## src/wsd_pkg.sv

```systemverilog
// Shared types and constants for the WebSocket frame deframer.
`timescale 1ns / 1ps

package wsd_pkg;

    localparam int unsigned BYTE_W      = 8;
    localparam int unsigned LEN_W       = 64;
    localparam int unsigned KEY_W       = 32;
    localparam int unsigned RSV_W       = 3;
    localparam int unsigned OPCODE_W    = 4;
    localparam int unsigned LEN7_W      = 7;
    localparam int unsigned EXT_CNT_W   = 4;
    localparam int unsigned KEY_IDX_W   = 2;

    // Short length codes that announce an extended length field
    localparam logic [LEN7_W-1:0] LEN_CODE_EXT16 = 7'd126;
    localparam logic [LEN7_W-1:0] LEN_CODE_EXT64 = 7'd127;

    // Byte counts of the extended length fields and of the mask key
    localparam logic [EXT_CNT_W-1:0] EXT16_BYTES = 4'd2;
    localparam logic [EXT_CNT_W-1:0] EXT64_BYTES = 4'd8;
    localparam logic [EXT_CNT_W-1:0] KEY_BYTES   = 4'd4;

    // Result queue between parser and output stage (power of two)
    localparam int unsigned QUEUE_DEPTH = 4;
    localparam int unsigned QPTR_W      = $clog2(QUEUE_DEPTH);
    localparam int unsigned QCNT_W      = $clog2(QUEUE_DEPTH + 1);

    // One classified result as it travels from parser to output stage
    typedef struct packed {
        logic                has_byte;
        logic [BYTE_W-1:0]   data;
        logic [BYTE_W-1:0]   key;
        logic                fin;
        logic [RSV_W-1:0]    rsv;
        logic [OPCODE_W-1:0] opcode;
        logic                masked;
        logic [LEN_W-1:0]    length;
        logic                last;
    } t_result;

endpackage

```

## src/wsd_front.sv

```systemverilog
// Header parser: takes stream bytes and classifies them into result entries.
`timescale 1ns / 1ps

module wsd_front (
    input  logic                        i_clk,
    input  logic                        i_rst_n,
    input  logic                        i_accept,
    input  logic [wsd_pkg::BYTE_W-1:0]  i_byte,
    output logic                        o_push,
    output wsd_pkg::t_result            o_result
);
    import wsd_pkg::*;

    typedef enum logic [2:0] {
        PH_HDR0,
        PH_HDR1,
        PH_EXTLEN,
        PH_MASKKEY,
        PH_PAYLOAD
    } t_phase;

    t_phase                 r_phase,      n_phase;
    logic [BYTE_W-1:0]      r_hdr_flags,  n_hdr_flags;
    logic                   r_masked,     n_masked;
    logic [EXT_CNT_W-1:0]   r_ext_left,   n_ext_left;
    logic [LEN_W-1:0]       r_length,     n_length;
    logic [KEY_W-1:0]       r_key,        n_key;
    logic [LEN_W-1:0]       r_remaining,  n_remaining;
    logic [KEY_IDX_W-1:0]   r_key_idx,    n_key_idx;

    logic                   emit;
    logic                   emit_has;
    logic [BYTE_W-1:0]      emit_data;
    logic [BYTE_W-1:0]      emit_key;
    logic                   emit_last;
    logic [LEN7_W-1:0]      len7;
    logic [EXT_CNT_W-1:0]   ext_dec;
    logic [BYTE_W-1:0]      key_sel;

    assign len7    = i_byte[LEN7_W-1:0];
    assign ext_dec = r_ext_left - 1'b1;

    always_comb begin
        case (r_key_idx)
            2'd0:    key_sel = r_key[31:24];
            2'd1:    key_sel = r_key[23:16];
            2'd2:    key_sel = r_key[15:8];
            default: key_sel = r_key[7:0];
        endcase
    end

    always_comb begin
        n_phase     = r_phase;
        n_hdr_flags = r_hdr_flags;
        n_masked    = r_masked;
        n_ext_left  = r_ext_left;
        n_length    = r_length;
        n_key       = r_key;
        n_remaining = r_remaining;
        n_key_idx   = r_key_idx;
        emit        = 1'b0;
        emit_has    = 1'b0;
        emit_data   = '0;
        emit_key    = '0;
        emit_last   = 1'b0;

        case (r_phase)
            PH_HDR1: begin
                n_masked = i_byte[BYTE_W-1];
                if (len7 == LEN_CODE_EXT16 || len7 == LEN_CODE_EXT64) begin
                    n_length   = '0;
                    n_ext_left = (len7 == LEN_CODE_EXT16) ? EXT16_BYTES : EXT64_BYTES;
                    n_phase    = PH_EXTLEN;
                end else begin
                    n_length = LEN_W'(len7);
                    if (i_byte[BYTE_W-1]) begin
                        n_key      = '0;
                        n_ext_left = KEY_BYTES;
                        n_phase    = PH_MASKKEY;
                    end else if (len7 == '0) begin
                        emit      = 1'b1;
                        emit_last = 1'b1;
                        n_phase   = PH_HDR0;
                    end else begin
                        n_remaining = LEN_W'(len7);
                        n_key_idx   = '0;
                        n_phase     = PH_PAYLOAD;
                    end
                end
            end

            PH_EXTLEN: begin
                n_length   = {r_length[LEN_W-BYTE_W-1:0], i_byte};
                n_ext_left = ext_dec;
                if (ext_dec == '0) begin
                    if (r_masked) begin
                        n_key      = '0;
                        n_ext_left = KEY_BYTES;
                        n_phase    = PH_MASKKEY;
                    end else if (n_length == '0) begin
                        emit      = 1'b1;
                        emit_last = 1'b1;
                        n_phase   = PH_HDR0;
                    end else begin
                        n_remaining = n_length;
                        n_key_idx   = '0;
                        n_phase     = PH_PAYLOAD;
                    end
                end
            end

            PH_MASKKEY: begin
                n_key      = {r_key[KEY_W-BYTE_W-1:0], i_byte};
                n_ext_left = ext_dec;
                if (ext_dec == '0) begin
                    if (r_length == '0) begin
                        emit      = 1'b1;
                        emit_last = 1'b1;
                        n_phase   = PH_HDR0;
                    end else begin
                        n_remaining = r_length;
                        n_key_idx   = '0;
                        n_phase     = PH_PAYLOAD;
                    end
                end
            end

            PH_PAYLOAD: begin
                n_remaining = r_remaining - 1'b1;
                n_key_idx   = r_key_idx + 1'b1;
                emit        = 1'b1;
                emit_has    = 1'b1;
                emit_data   = i_byte;
                emit_key    = r_masked ? key_sel : '0;
                emit_last   = (r_remaining == LEN_W'(1));
                if (r_remaining == LEN_W'(1)) begin
                    n_phase = PH_HDR0;
                end
            end

            default: begin
                // first header byte, and any stray phase code
                n_hdr_flags = i_byte;
                n_masked    = 1'b0;
                n_length    = '0;
                n_ext_left  = '0;
                n_phase     = PH_HDR1;
            end
        endcase
    end

    assign o_push              = i_accept & emit;
    assign o_result.has_byte   = emit_has;
    assign o_result.data       = emit_data;
    assign o_result.key        = emit_key;
    assign o_result.fin        = n_hdr_flags[7];
    assign o_result.rsv        = n_hdr_flags[6:4];
    assign o_result.opcode     = n_hdr_flags[3:0];
    assign o_result.masked     = n_masked;
    assign o_result.length     = n_length;
    assign o_result.last       = emit_last;

    always_ff @(posedge i_clk) begin
        if (!i_rst_n) begin
            r_phase     <= PH_HDR0;
            r_hdr_flags <= '0;
            r_masked    <= 1'b0;
            r_ext_left  <= '0;
            r_length    <= '0;
            r_key       <= '0;
            r_remaining <= '0;
            r_key_idx   <= '0;
        end else if (i_accept) begin
            r_phase     <= n_phase;
            r_hdr_flags <= n_hdr_flags;
            r_masked    <= n_masked;
            r_ext_left  <= n_ext_left;
            r_length    <= n_length;
            r_key       <= n_key;
            r_remaining <= n_remaining;
            r_key_idx   <= n_key_idx;
        end
    end

endmodule

```

## src/wsd_queue.sv

```systemverilog
// Short result queue between the header parser and the output stage.
`timescale 1ns / 1ps

module wsd_queue (
    input  logic              i_clk,
    input  logic              i_rst_n,
    input  logic              i_push,
    input  wsd_pkg::t_result  i_data,
    input  logic              i_pop,
    output logic              o_full,
    output logic              o_empty,
    output wsd_pkg::t_result  o_data
);
    import wsd_pkg::*;

    t_result             r_entry [QUEUE_DEPTH];
    logic [QPTR_W-1:0]   r_wr_ptr;
    logic [QPTR_W-1:0]   r_rd_ptr;
    logic [QCNT_W-1:0]   r_count;
    logic                do_pop;

    assign o_full  = (r_count == QCNT_W'(QUEUE_DEPTH));
    assign o_empty = (r_count == '0);
    assign o_data  = r_entry[r_rd_ptr];
    assign do_pop  = i_pop & ~o_empty;

    always_ff @(posedge i_clk) begin
        if (i_push) begin
            r_entry[r_wr_ptr] <= i_data;
        end
    end

    always_ff @(posedge i_clk) begin
        if (!i_rst_n) begin
            r_wr_ptr <= '0;
            r_rd_ptr <= '0;
            r_count  <= '0;
        end else begin
            if (i_push) begin
                r_wr_ptr <= r_wr_ptr + 1'b1;
            end
            if (do_pop) begin
                r_rd_ptr <= r_rd_ptr + 1'b1;
            end
            case ({i_push, do_pop})
                2'b10:   r_count <= r_count + 1'b1;
                2'b01:   r_count <= r_count - 1'b1;
                default: r_count <= r_count;
            endcase
        end
    end

endmodule

```

## src/wsd_back.sv

```systemverilog
// Output stage: unmasks the queued byte and holds the result beat.
`timescale 1ns / 1ps

module wsd_back (
    input  logic                          i_clk,
    input  logic                          i_rst_n,
    input  logic                          i_empty,
    input  wsd_pkg::t_result              i_data,
    output logic                          o_pop,
    input  logic                          i_out_stall,
    output logic                          o_out_valid,
    output logic                          o_has_byte,
    output logic [wsd_pkg::BYTE_W-1:0]    o_payload_byte,
    output logic                          o_fin_flag,
    output logic [wsd_pkg::RSV_W-1:0]     o_reserved_bits,
    output logic [wsd_pkg::OPCODE_W-1:0]  o_frame_opcode,
    output logic                          o_was_masked,
    output logic [wsd_pkg::LEN_W-1:0]     o_frame_length,
    output logic                          o_last
);
    import wsd_pkg::*;

    logic                r_valid;
    logic                r_has_byte;
    logic [BYTE_W-1:0]   r_payload;
    logic                r_fin;
    logic [RSV_W-1:0]    r_rsv;
    logic [OPCODE_W-1:0] r_opcode;
    logic                r_masked;
    logic [LEN_W-1:0]    r_length;
    logic                r_last;

    // advance when the held beat is gone or is being taken
    assign o_pop = ~i_empty & (~r_valid | ~i_out_stall);

    always_ff @(posedge i_clk) begin
        if (!i_rst_n) begin
            r_valid <= 1'b0;
        end else if (o_pop) begin
            r_valid <= 1'b1;
        end else if (!i_out_stall) begin
            r_valid <= 1'b0;
        end
    end

    always_ff @(posedge i_clk) begin
        if (o_pop) begin
            r_has_byte <= i_data.has_byte;
            r_payload  <= i_data.data ^ i_data.key;
            r_fin      <= i_data.fin;
            r_rsv      <= i_data.rsv;
            r_opcode   <= i_data.opcode;
            r_masked   <= i_data.masked;
            r_length   <= i_data.length;
            r_last     <= i_data.last;
        end
    end

    assign o_out_valid     = r_valid;
    assign o_has_byte      = r_has_byte;
    assign o_payload_byte  = r_payload;
    assign o_fin_flag      = r_fin;
    assign o_reserved_bits = r_rsv;
    assign o_frame_opcode  = r_opcode;
    assign o_was_masked    = r_masked;
    assign o_frame_length  = r_length;
    assign o_last          = r_last;

endmodule

```

## src/websocket_frame_deframer.sv

```systemverilog
// WebSocket frame deframer: RFC 6455 receive-side byte stream parser, top level.
`timescale 1ns / 1ps

// Takes the received WebSocket stream one byte per beat and gives one result
// beat per payload byte, unmasked, with the frame's fin, reserved bits,
// opcode, mask flag and 64-bit length, and last set on the frame's final
// byte. A frame of zero length gives a single marker beat with has_byte low.
// Header bytes give no beat. One input byte is taken every clock cycle
// while the result queue is not full. A result beat is registered in the
// result queue and then in the output register before it is presented.
// A four-entry result queue ahead of the output register absorbs output
// stalls; the input stalls only while that queue is full.

module websocket_frame_deframer (
    input  logic                          i_clk,
    input  logic                          i_rst_n,
    input  logic                          i_in_valid,
    output logic                          o_in_stall,
    input  logic [wsd_pkg::BYTE_W-1:0]    i_in_byte,
    output logic                          o_out_valid,
    input  logic                          i_out_stall,
    output logic                          o_has_byte,
    output logic [wsd_pkg::BYTE_W-1:0]    o_payload_byte,
    output logic                          o_fin_flag,
    output logic [wsd_pkg::RSV_W-1:0]     o_reserved_bits,
    output logic [wsd_pkg::OPCODE_W-1:0]  o_frame_opcode,
    output logic                          o_was_masked,
    output logic [wsd_pkg::LEN_W-1:0]     o_frame_length,
    output logic                          o_last
);
    import wsd_pkg::*;

    logic    in_accept;
    logic    push;
    logic    pop;
    logic    q_full;
    logic    q_empty;
    t_result push_data;
    t_result head_data;

    assign o_in_stall = q_full;
    assign in_accept  = i_in_valid & ~q_full;

    wsd_front u_front (
        .i_clk    (i_clk),
        .i_rst_n  (i_rst_n),
        .i_accept (in_accept),
        .i_byte   (i_in_byte),
        .o_push   (push),
        .o_result (push_data)
    );

    wsd_queue u_queue (
        .i_clk   (i_clk),
        .i_rst_n (i_rst_n),
        .i_push  (push),
        .i_data  (push_data),
        .i_pop   (pop),
        .o_full  (q_full),
        .o_empty (q_empty),
        .o_data  (head_data)
    );

    wsd_back u_back (
        .i_clk           (i_clk),
        .i_rst_n         (i_rst_n),
        .i_empty         (q_empty),
        .i_data          (head_data),
        .o_pop           (pop),
        .i_out_stall     (i_out_stall),
        .o_out_valid     (o_out_valid),
        .o_has_byte      (o_has_byte),
        .o_payload_byte  (o_payload_byte),
        .o_fin_flag      (o_fin_flag),
        .o_reserved_bits (o_reserved_bits),
        .o_frame_opcode  (o_frame_opcode),
        .o_was_masked    (o_was_masked),
        .o_frame_length  (o_frame_length),
        .o_last          (o_last)
    );

endmodule
```

## config.mk

```make
export PLATFORM = sky130hd
export DESIGN_NAME = websocket_frame_deframer
export DESIGN_NICKNAME = d
export VERILOG_FILES = /design/src/wsd_pkg.sv /design/src/wsd_front.sv /design/src/wsd_queue.sv /design/src/wsd_back.sv /design/src/websocket_frame_deframer.sv
export SDC_FILE = /design/constraint.sdc
export NUM_CORES = 1
export LEC_CHECK = 0
export ABC_CLOCK_PERIOD_IN_PS = 15530
export CORE_UTILIZATION = 46
export CTS_BUF_LIST = sky130_fd_sc_hd__clkbuf_16
export DETAILED_ROUTE_END_ITERATION = 12
export DONT_BUFFER_PORTS = 1
export HOLD_SLACK_MARGIN = 0.03
export PLACE_DENSITY_LB_ADDON = 0.12
export SLEW_MARGIN = 20
export SYNTH_ARGS = -nofsm -noshare
export SYNTH_HDL_FRONTEND = slang
export SYNTH_SLANG_ARGS = --single-unit
```

## constraint.sdc

```tcl
create_clock -name i_clk -period 15.53 [get_ports i_clk]
set_input_delay 1.553 -clock i_clk [delete_from_list [all_inputs] [get_ports i_clk]]
set_output_delay 1.553 -clock i_clk [all_outputs]
set_load 0.005 [all_outputs]
```

## After elaboration in Yosys (flattened, before gate mapping)

Memories as Yosys holds them, arrays and structs flattened. A register that Yosys moved wholly into a read port is not among the register bits.
Index checks and enable logic that the tools add are counted.

| cells by class | value |
|---|---|
| $add $sub $neg | 7 |
| equality and inequality tests | 25 |
| muxes and demuxes | 65 |
| bitwise gates (word level) | 11 |
| reduce and logical (&&, ||, !) cells | 17 |

Operators by type and width:

| kind | count |
|---|---|
| 2-to-1 mux 64 bit | 8 |
| case mux 64 bit (4 select lines) | 1 |
| case mux 64 bit (3 select lines) | 1 |
| logical NOT 64 bit | 2 |
| 2-to-1 mux 32 bit | 4 |
| case mux 32 bit (3 select lines) | 1 |
| == test 64 x 1 -> 1 bit (second input constant) | 1 |
| subtractor 64 x 1 -> 64 bit (second input constant) | 1 |
| 2-to-1 mux 8 bit | 4 |
| 2-to-1 mux 3 bit | 9 |
| case mux 8 bit (3 select lines) | 1 |
| 2-to-1 mux 2 bit | 10 |
| 2-to-1 mux 4 bit | 5 |
| case mux 4 bit (4 select lines) | 1 |
| == test 7 bit (second input constant) | 2 |
| inequality test 2 bit (second input constant) | 7 |
| 2-to-1 mux 1 bit | 13 |
| case mux 3 bit (4 select lines) | 1 |
| inequality test 2 x 1 -> 1 bit (second input constant) | 5 |
| AND reduction 10 bit | 1 |
| case mux 1 bit (4 select lines) | 2 |
| case mux 2 bit (4 select lines) | 1 |
| bitwise XOR 8 bit | 1 |
| logical NOT 7 bit | 1 |
| 29 further kinds | 42 |

| word-level totals | value |
|---|---|
| register bits | 269 |
| memory bits (writable) | 364 |
| bits of input ports | 12 |
| word-level logic and storage cells | 146 |
| memories kept | 1 |

Memories:

| memory | depth | bits a word | rd ports | clocked after Yosys merged registers in | wr ports | RTL line | source |
|---|---|---|---|---|---|---|---|
| u_queue.r_entry | 4 | 91 | 1 | 1 | 1 | wsd_queue.sv:16 | `t_result r_entry [QUEUE_DEPTH];` |

## Depth between registers and ports, before layout

Gate-level depths: netlist of the first run.

| depth | value |
|---|---|
| depth after elaboration | 8 |
| depth in mapped cells | 14 |
| mapped depth without buffers | 14 |

## Hierarchy

From an unflattened synthesis of the first run, not the netlist that was laid out.

| second synthesis, totals | value |
|---|---|
| cell total of the unflattened synthesis | 1901 |
| area total of the unflattened synthesis | 27059.7 µm² |

By module, submodules not included:

| module | times used | cells an instance | area each (µm²) | sequential area each (µm²) |
|---|---|---|---|---|
| wsd_queue | 1 | 524 | 13689.4 | 11110.7 |
| wsd_front | 1 | 1281 | 10754.1 | 3563.4 |
| wsd_back | 1 | 95 | 2602.5 | 2512.4 |
| websocket_frame_deframer | 1 | 1 | 13.8 | 0.0 |

## Least setup slack after synthesis of the first run

No wires, ideal clock.

| path | value |
|---|---|
| kind | input to register |
| from | input port i_out_stall |
| to | register u_queue.r_count[2] |
| library setup time | 0.070 ns |
| arrival | 7.178 ns |
| data required time | 15.460 ns |
| slack | 8.282 ns |
| stages | 6 |
| buffers on the path | 0 |
| path through | a21oi_1 > ha_1 > fa_1 > xnor2_1 > or3_1 > a21oi_1 |

| on the way | value |
|---|---|
| cells in the longest elaborated chain, start to end | 6 |
| elaborated cells on any way between the ends | 8 |
| classes of those cells | eq/ne: 2; mux: 1; bitwise: 4; reduce/logical: 1 |

RTL lines:

| what | RTL line | source |
|---|---|---|
| start, declared | websocket_frame_deframer.sv:21 | `input logic i_out_stall,` |
| NOT 1 bit * | wsd_back.sv:34 | `assign o_pop = ~i_empty & (~r_valid \| ~i_out_stall);` |
| bitwise OR 1 bit * | wsd_back.sv:34 |  |
| AND 1 bit * | wsd_back.sv:34 |  |
| AND 1 bit * | wsd_queue.sv:25 | `assign do_pop = i_pop & ~o_empty;` |
| == test 2 x 1 -> 1 bit / == test 2 bit (equally long branches) | wsd_queue.sv:45 | `case ({i_push, do_pop})` |
| case mux 3 bit (2 select lines) / nonzero test 2 bit (equally long branches) | -- |  |
| end signal, assigned | wsd_queue.sv:46 | `2'b10: r_count <= r_count + 1'b1;` |
| end signal, assigned | wsd_queue.sv:47 | `2'b01: r_count <= r_count - 1'b1;` |
| end signal, assigned | wsd_queue.sv:48 | `default: r_count <= r_count;` |
| end, declared | wsd_queue.sv:19 | `logic [QCNT_W-1:0] r_count;` |

Every way passes the cells marked *; elsewhere a longest branch is shown, timed or not.
A chain may end at the register's enable or synchronous reset.

## Final worst setup path of the first run

| path | value |
|---|---|
| from | register u_front.r_length[32] |
| to | memory u_queue.r_entry[1][34] in the netlist's numbering, enable pin |

| on the way | value |
|---|---|
| cells in the longest elaborated chain, start to end | 8 |
| elaborated cells on any way between the ends | 11 |
| classes of those cells | mux: 8; bitwise: 1; reduce/logical: 2 |

RTL lines:

| what | RTL line | source |
|---|---|---|
| start, declared | wsd_front.sv:26 | `logic [LEN_W-1:0] r_length, n_length;` |
| start signal, assigned | wsd_front.sv:178 | `r_length <= n_length;` |
| logical NOT 64 bit | wsd_front.sv:100 | `end else if (n_length == '0) begin` |
| 2-to-1 mux 1 bit | wsd_front.sv:100 |  |
| 2-to-1 mux 1 bit | wsd_front.sv:96 | `if (r_masked) begin` |
| 2-to-1 mux 1 bit | wsd_front.sv:95 | `if (ext_dec == '0) begin` |
| case mux 1 bit (4 select lines) * | wsd_front.sv:67 | `case (r_phase)` |
| AND 1 bit * | wsd_front.sv:152 | `assign o_push = i_accept & emit;` |
| 2-to-1 mux 1 bit * | wsd_queue.sv:28 | `if (i_push) begin` |
| 2-to-1 mux 1 bit (not written as such) * | wsd_queue.sv:29 | `r_entry[r_wr_ptr] <= i_data;` |
| end, declared | wsd_queue.sv:16 |  |

Marks and branches as above.

==> results of run 1 <==
critical path: cells and delay by family (launching register included):
kind                   cells  cell delay [ns]
buffers and inverters      2             0.92
AOI/OAI and AO/OA          2             0.71
DFF                        1             0.41
and+or+nand+nor            5             2.28
metrics by stage:
| stage | util, % | total power [W] | std cells |
|---|---|---|---|
| 2_1_floorplan | - | 0.002583 | 1955 |
| 3_3_place_gp | 47.77 | 0.002765 | 2596 |
| 3_5_place_dp | 47.77 | 0.002776 | 2596 |
| 4_1_cts | 51.83 | 0.004424 | 2722 |
| 5_1_grt | 51.84 | 0.004555 | 2722 |
| 6_report | 51.85 | 0.004378 | 2723 |
logic make-up (layout without fill, tap and decap cells):
logic type	Yosys count	after routing	share of synthesized area [%]
xor+xnor	40	40	1.334
buf+inv	164	175	2.410
flops	635	635	65.43
mux	108	108	8.121
compound gates	477	477	12.63
fa+ha+maj	14	14	0.6954
other cells	0	1	0
simple gates	517	517	9.383
worst max path at each step:
stage | to | slack, ns | cells past startpoint
3_3_place_gp | u_front.r_remaining[57]$_SDFFE_PN0P_ | 10.64 | 6
6_report | u_queue.r_entry[1][34]$_DFFE_PP_ | 10.75 | 9
2_1_floorplan | u_queue.r_count[2]$_SDFFE_PN0P_ | 8.28 | 6
5_1_grt | u_queue.r_entry[1][34]$_DFFE_PP_ | 10.53 | 9
4_1_cts | u_queue.r_entry[1][38]$_DFFE_PP_ | 10.83 | 9
3_5_place_dp | u_front.r_remaining[62]$_SDFFE_PN0P_ | 10.50 | 6
layout make-up:
cell class                      count  share of cell area [%]
Clock buffer                       72                   6.163
Clock inverter                     54                   1.665
Timing Repair Buffer               28                  0.7190
Sequential cell                   635                   58.81
Inverter                           21                  0.2782
Antenna cell                        1                0.008559
Tap cell                          756                   3.235
Multi-Input combinational cell   1156                   29.12
per-layer routing:
| metal | track usage [%] | vias to the layer above | wire length (um) |
|---|---|---|---|
| met2 | 35.75 | 595 | 31220 |
| met3 | 3.328 | 120 | 3554 |
| met1 | 32.92 | 8609 | 29860 |
| li1 | - | 7591 | - |
| met4 | 8.458 | 0 | 1767 |
| met5 | 0 | - | 0 |
cell usage in the layout (no fill, tap or decap), types with 13 or more instances in the layout:
cell type	n
nor3_1	49
a22oi_1	36
a21oi_1	128
a32oi_1	46
nor4_1	35
a22o_1	75
mux2i_1	14
xor2_1	36
edfxtp_1	447
a222oi_1	23
and2_1	13
clkinv_1	14
inv_1	38
nand3_1	62
mux4_2	83
o211ai_1	20
o21ai_0	73
ha_1	13
nand2_1	123
buf_4	28
clkbuf_16	72
dfxtp_1	186
or3_1	13
nor2_1	155
state kept, by name, indices dropped and copies added, names as in the netlist, 2 cells and up, named ones only:
signal	count
u_queue.r_count	3
u_back.o_payload_byte	8
u_front.r_phase	3
u_back.o_frame_opcode	4
u_front.r_remaining	64
u_front.r_length	64
u_front.r_key_idx	2
u_queue.r_entry	364
u_back.o_reserved_bits	3
u_front.r_key	32
u_front.r_ext_left	4
u_queue.r_rd_ptr	2
u_back.o_frame_length	64
u_front.r_hdr_flags	8
u_queue.r_wr_ptr	2
where the power goes:
| part | leakage, nW | internal, W | switching, W |
|---|---|---|---|
| Combinational | 2.67 | 0.000209 | 0.000414 |
| Sequential | 5.75 | 0.00201 | 0.0000940 |
| Clock | 1.18 | 0.000989 | 0.000661 |
==> metrics.cfg, run 1 <==
[yosys]
yosys.area.top_type=edfxtp_1
synthCells=1955
synth-seq-cells=635
synth_most_common_cell=edfxtp_1
yosysWarnings=0
syn-mean-instance-area_um2=13.44
ys.flop_type=edfxtp_1
synth_cell_types=71
synth_seq_area_share_pct=65.43
synth_nets=1981
synth_edf_count=447
async_flop_share_pct=0
syn_area_um2=26270
synth.top_cell.area_share_pct=51.10
yosys-top-cells-area=edfxtp_1 (51%), dfxtp_1 (14%), mux4_2 (7.1%)
yosys-top-cells-count=edfxtp_1 (447), dfxtp_1 (188), nor2_1 (156)

[worst_setup_path]
worstReg2RegStart=u_front.r_length[32]$_SDFFE_PN0P_
crit_path_start_kind=register
crit_arrival_ns=4.99
critPathMaxStageDelay_ns=0.87
rrSetupSlack_ns=10.75
reg2regPathDepth=9
crit_start=u_front.r_length[32]$_SDFFE_PN0P_
end_kind=register
reg2reg_to=u_queue.r_entry[1][34]$_DFFE_PP_
crit_chain=nor4_1, nand4_1, nor4_1, buf_4, nand3_1, o21ai_0, o21a_1, and2_4, buf_4
critical_path_class=reg -> reg
cp_max_fo=47
required_ns=15.74
cp_slowest_cell=nor4_1

[finish]
area_growth_pct=11.29
nets=1937
ff_latch_area_um2=17190
layout-drive-gt1-share_pct=12.82
n_fill_cell=4778
stdcell_area_um2=29240
multi_input_area_um2=8513

[sta]
finalSetupTns_ns=0
postLayoutSetupSlackWorst_ns=10.75
fmax_mhz=209.4
setup-violations-final=0
finClkSkew_ns=0.02472
slew_headroom_pct=34.00
tightest_slew_ns=0.9899
maxSlewViolCount=0
rsz0062_at_grt=no
final-hold-violation-count=0
fin_crit_sh_pct=30.75
fin_crit_ns=4.775
holdWs_ns=0.4501

[floorplan]
initial_utilization_pct=46.59
rows=87
dieArea_um2=58070
die_w_um=241.0
pin_count=97
coreArea_um2=56390
fp.dieH_um=241.0

[pwr]
peakVddDrop_uv=109.2
powerDensity_nw_per_um2=149.8
p_leak_nw=9.601

[placement]
dp_slack_ns=10.50
place.gp.congestion=0.8963
portBuffers=0
post-dp-hpwl_mm=40.40
dpl_cell_area_um2=26940

[cts]
cts_max_level=3
cts_resized=0
cts_tree=done
cts_hold_repair.buffers=0
clockBufferDepth=3
postCtsSetupRepairBufs=0
cts-root-buf=clkbuf_16
clock-sinks=635
clk_pin_slew_worst_paths_ns=0.06
cts_buffers=69
clk_latency_ns=0.61

[route]
drcViolationCount=0
vias=16915
dr.pass1.iters=8
wl_per_cell_um=24.38
antenna_left=0
drtIter0Drc=1850
viasPerCell=6.212
finalWirelength_mm=66.40

[run]
maxCapViolations=0

[global_route]
grt_max_degree=85
overflow=0
grt_pass1_vias=16210
grt_antenna_before_repair=0
grt.total_usage_pct=23.03
grt_pass1_wl_mm=100.5

[worst_hold_path]
hold_end=u_front.r_key[27]$_SDFFE_PN0P_
min-delay-start=u_front.r_key[27]$_SDFFE_PN0P_
whs_path_depth=2
hold_class=reg -> reg

[outcome]
status=finished clean

(Power assumes the default switching activity.)
==> run 2, diff against run 1 <==
ABC_CLOCK_PERIOD_IN_PS = 4700   (was 15530)
clock period = 4.7 ns   (was 15.53 ns; I/O delays follow)
==> metrics.cfg, run 2 (same netlist as run 1, synthesis figures left out) <==
[floorplan]
coreArea_um2=56390  ; unchanged
dieArea_um2=58070  ; unchanged
pin_count=97  ; unchanged
fp.dieH_um=241.0  ; unchanged
initial_utilization_pct=46.59  ; unchanged
die_w_um=241.0  ; unchanged
rows=87  ; unchanged

[sta]
finClkSkew_ns=0.01544  ; -0.009274 ns
fin_crit_ns=3.861  ; -0.9142 ns
fin_crit_sh_pct=82.15  ; +51 points
finalSetupTns_ns=0  ; unchanged
final-hold-violation-count=0  ; unchanged
fmax_mhz=259.0  ; +24%
maxSlewViolCount=0  ; unchanged
slew_headroom_pct=29.44  ; -4.6 points
holdWs_ns=0.05845  ; -0.3917 ns
rsz0062_at_grt=no
postLayoutSetupSlackWorst_ns=0.8391  ; -9.916 ns
tightest_slew_ns=1.047  ; +0.05742 ns
setup-violations-final=0  ; unchanged

[finish]
top_register=u_queue.r_entry
largest_register_ffs=364  ; unchanged
final_cell_mix=edfxtp_1 (447), dfxtp_1 (186), nor2_1 (155)
n_fill_cell=4780  ; +0.042%
layout-drive-gt1-share_pct=13.97  ; +1.2 points
multi_input_area_um2=8512  ; about the same
final_common_cell=edfxtp_1
ff_latch_area_um2=17190  ; unchanged
nets=1975  ; +2.0%
area_growth_pct=13.06
fin_util_pct=52.67  ; +0.82 points

[pwr]
combPwrFrac_pct=14.6  ; +0.4 points
sw_frac_of_total_pct=26.65  ; -0.047 points
peakVddDrop_uv=300.6  ; +180%
seqPwrFrac_pct=48.0  ; about the same
p_leak_nw=9.814  ; +2.2%
switchingPower_w=0.003860  ; +230%
clkPwrFrac_pct=37.4  ; -0.3 points
p_int_w=0.01063  ; +230%
totalPowerFinal_w=0.01449  ; +230%
powerDensity_nw_per_um2=487.7  ; +230%

[worst_hold_path]
hold_class=in -> reg

[global_route]
grt_pass1_wl_mm=102.4  ; +1.8%
grt_max_degree=150  ; +76%
grt_antenna_before_repair=3  ; +3
grt.total_usage_pct=23.47  ; +0.44 points
overflow=0  ; unchanged
grt_pass1_vias=16273  ; +0.39%

[route]
drcViolationCount=0  ; unchanged
finalWirelength_mm=67.60  ; +1.8%
drtIter0Drc=2264  ; +22%
wl_per_cell_um=24.48  ; +0.41%
antenna_left=0  ; unchanged
viasPerCell=6.180  ; -0.51%
vias=17063  ; +0.87%
dr.pass1.iters=6  ; -2

[outcome]
status=finished clean

[placement]
portBuffers=0  ; unchanged
post-dp-hpwl_mm=42.33  ; +4.8%
place.gp.congestion=0.8819  ; -1.6%
dp_slack_ns=0.9174  ; -9.583 ns

[cts]
clk_pin_slew_worst_paths_ns=0.06  ; about the same
cts_buffers=69  ; unchanged
cts-root-buf=clkbuf_16
cts_max_level=3  ; unchanged
clk_latency_ns=0.61  ; about the same
clockBufferDepth=3  ; unchanged
clock-sinks=635  ; unchanged
cts_tree=done
cts_resized=0  ; unchanged

[worst_setup_path]
critical_path_class=reg -> reg
required_ns=5.21  ; -10.53 ns
cp_max_fo=7  ; -85%
end_kind=register
crit_arrival_ns=4.37  ; -0.62 ns
crit_path_start_kind=register

[run]
maxCapViolations=0  ; unchanged

==> run 2: cell types whose count changed in the layout (fill, tap and decap cells not counted), sizes merged <==
cell,previous run,this run
buf,28,56
clkbuf,72,73
inv,42,36
clkinvlp,2,1
dlygate4sd3,0,10
bufinv,9,8
clkinv,22,29
==> run 2: path summary, 6_finish.rpt <==
kind                                                         from                                    to  slack, ns  cells past startpoint
worst min register to register     u_front.r_key[29]$_SDFFE_PN0P_        u_front.r_key[29]$_SDFFE_PN0P_       0.45                      2
worst min-delay path                                      i_rst_n  u_front.r_remaining[45]$_SDFFE_PN0P_       0.06                      2
worst max register to register  u_front.r_length[51]$_SDFFE_PN0P_       u_queue.r_count[2]$_SDFFE_PN0P_       0.84                     14
worst max-delay path            u_front.r_length[51]$_SDFFE_PN0P_       u_queue.r_count[2]$_SDFFE_PN0P_       0.84                     14
==> run 2: power groups by stage <==
stage | Combinational, W | Clock (W) | Sequential (W)
2_1_floorplan | 0.00151 | 0 | 0.00698
5_1_grt | 0.00229 | 0.00575 | 0.00703
6_report | 0.00211 | 0.00542 | 0.00695
3_3_place_gp | 0.00207 | 0 | 0.00708
4_1_cts | 0.00213 | 0.00554 | 0.00697
3_5_place_dp | 0.00210 | 0 | 0.00708
==> run 2: layer usage <==
metal	global-route usage [%]	wire [um]	share of wire (%)	vias up
li1	-	-	-	7668
met1	35.18	30450	45	8607
met2	34.73	30550	45	692
met3	3.877	5045	7.5	96
met4	7.442	1554	2.3	0
met5	0	0	0	-
==> run 2: stage by stage <==
| step | instances | instance area (um2) |
|---|---|---|
| CTS | 2760 | 29700 |
| detailed placement | 2623 | 27280 |
| finish | 2761 | 29700 |
| global route | 2760 | 29700 |
| floorplan | 1955 | 26270 |
| global placement | 2623 | 27280 |
==> run 2: area by class of cell <==
cell class | count | area share (%)
Inverter | 21 | 0.2738
Multi-Input combinational cell | 1156 | 28.66
Timing Repair Buffer | 66 | 2.258
Antenna cell | 1 | 0.008426
Clock inverter | 53 | 1.571
Sequential cell | 635 | 57.89
Clock buffer | 73 | 6.151
Tap cell | 756 | 3.185
==> run 2: timing repair <==
item | in CTS | in global routing
setup buffers | 0 | 0
endpoints found under the hold margin | 51 | 0
hold buffers | 11 | 0
==> run 2: critical path, stage by stage, from the launching register on <==
cell     delay, ns
dfxtp_1       0.38
nor4_1        0.41
nand4_1       0.25
nor4_1        0.33
buf_4         0.20
nand3_1       0.15
o21ai_0       0.20
buf_4         0.14
o21a_1        0.30
inv_1         0.08
ha_1          0.25
fa_1          0.44
xnor2_1       0.15
or3_1         0.32
a21oi_1       0.15
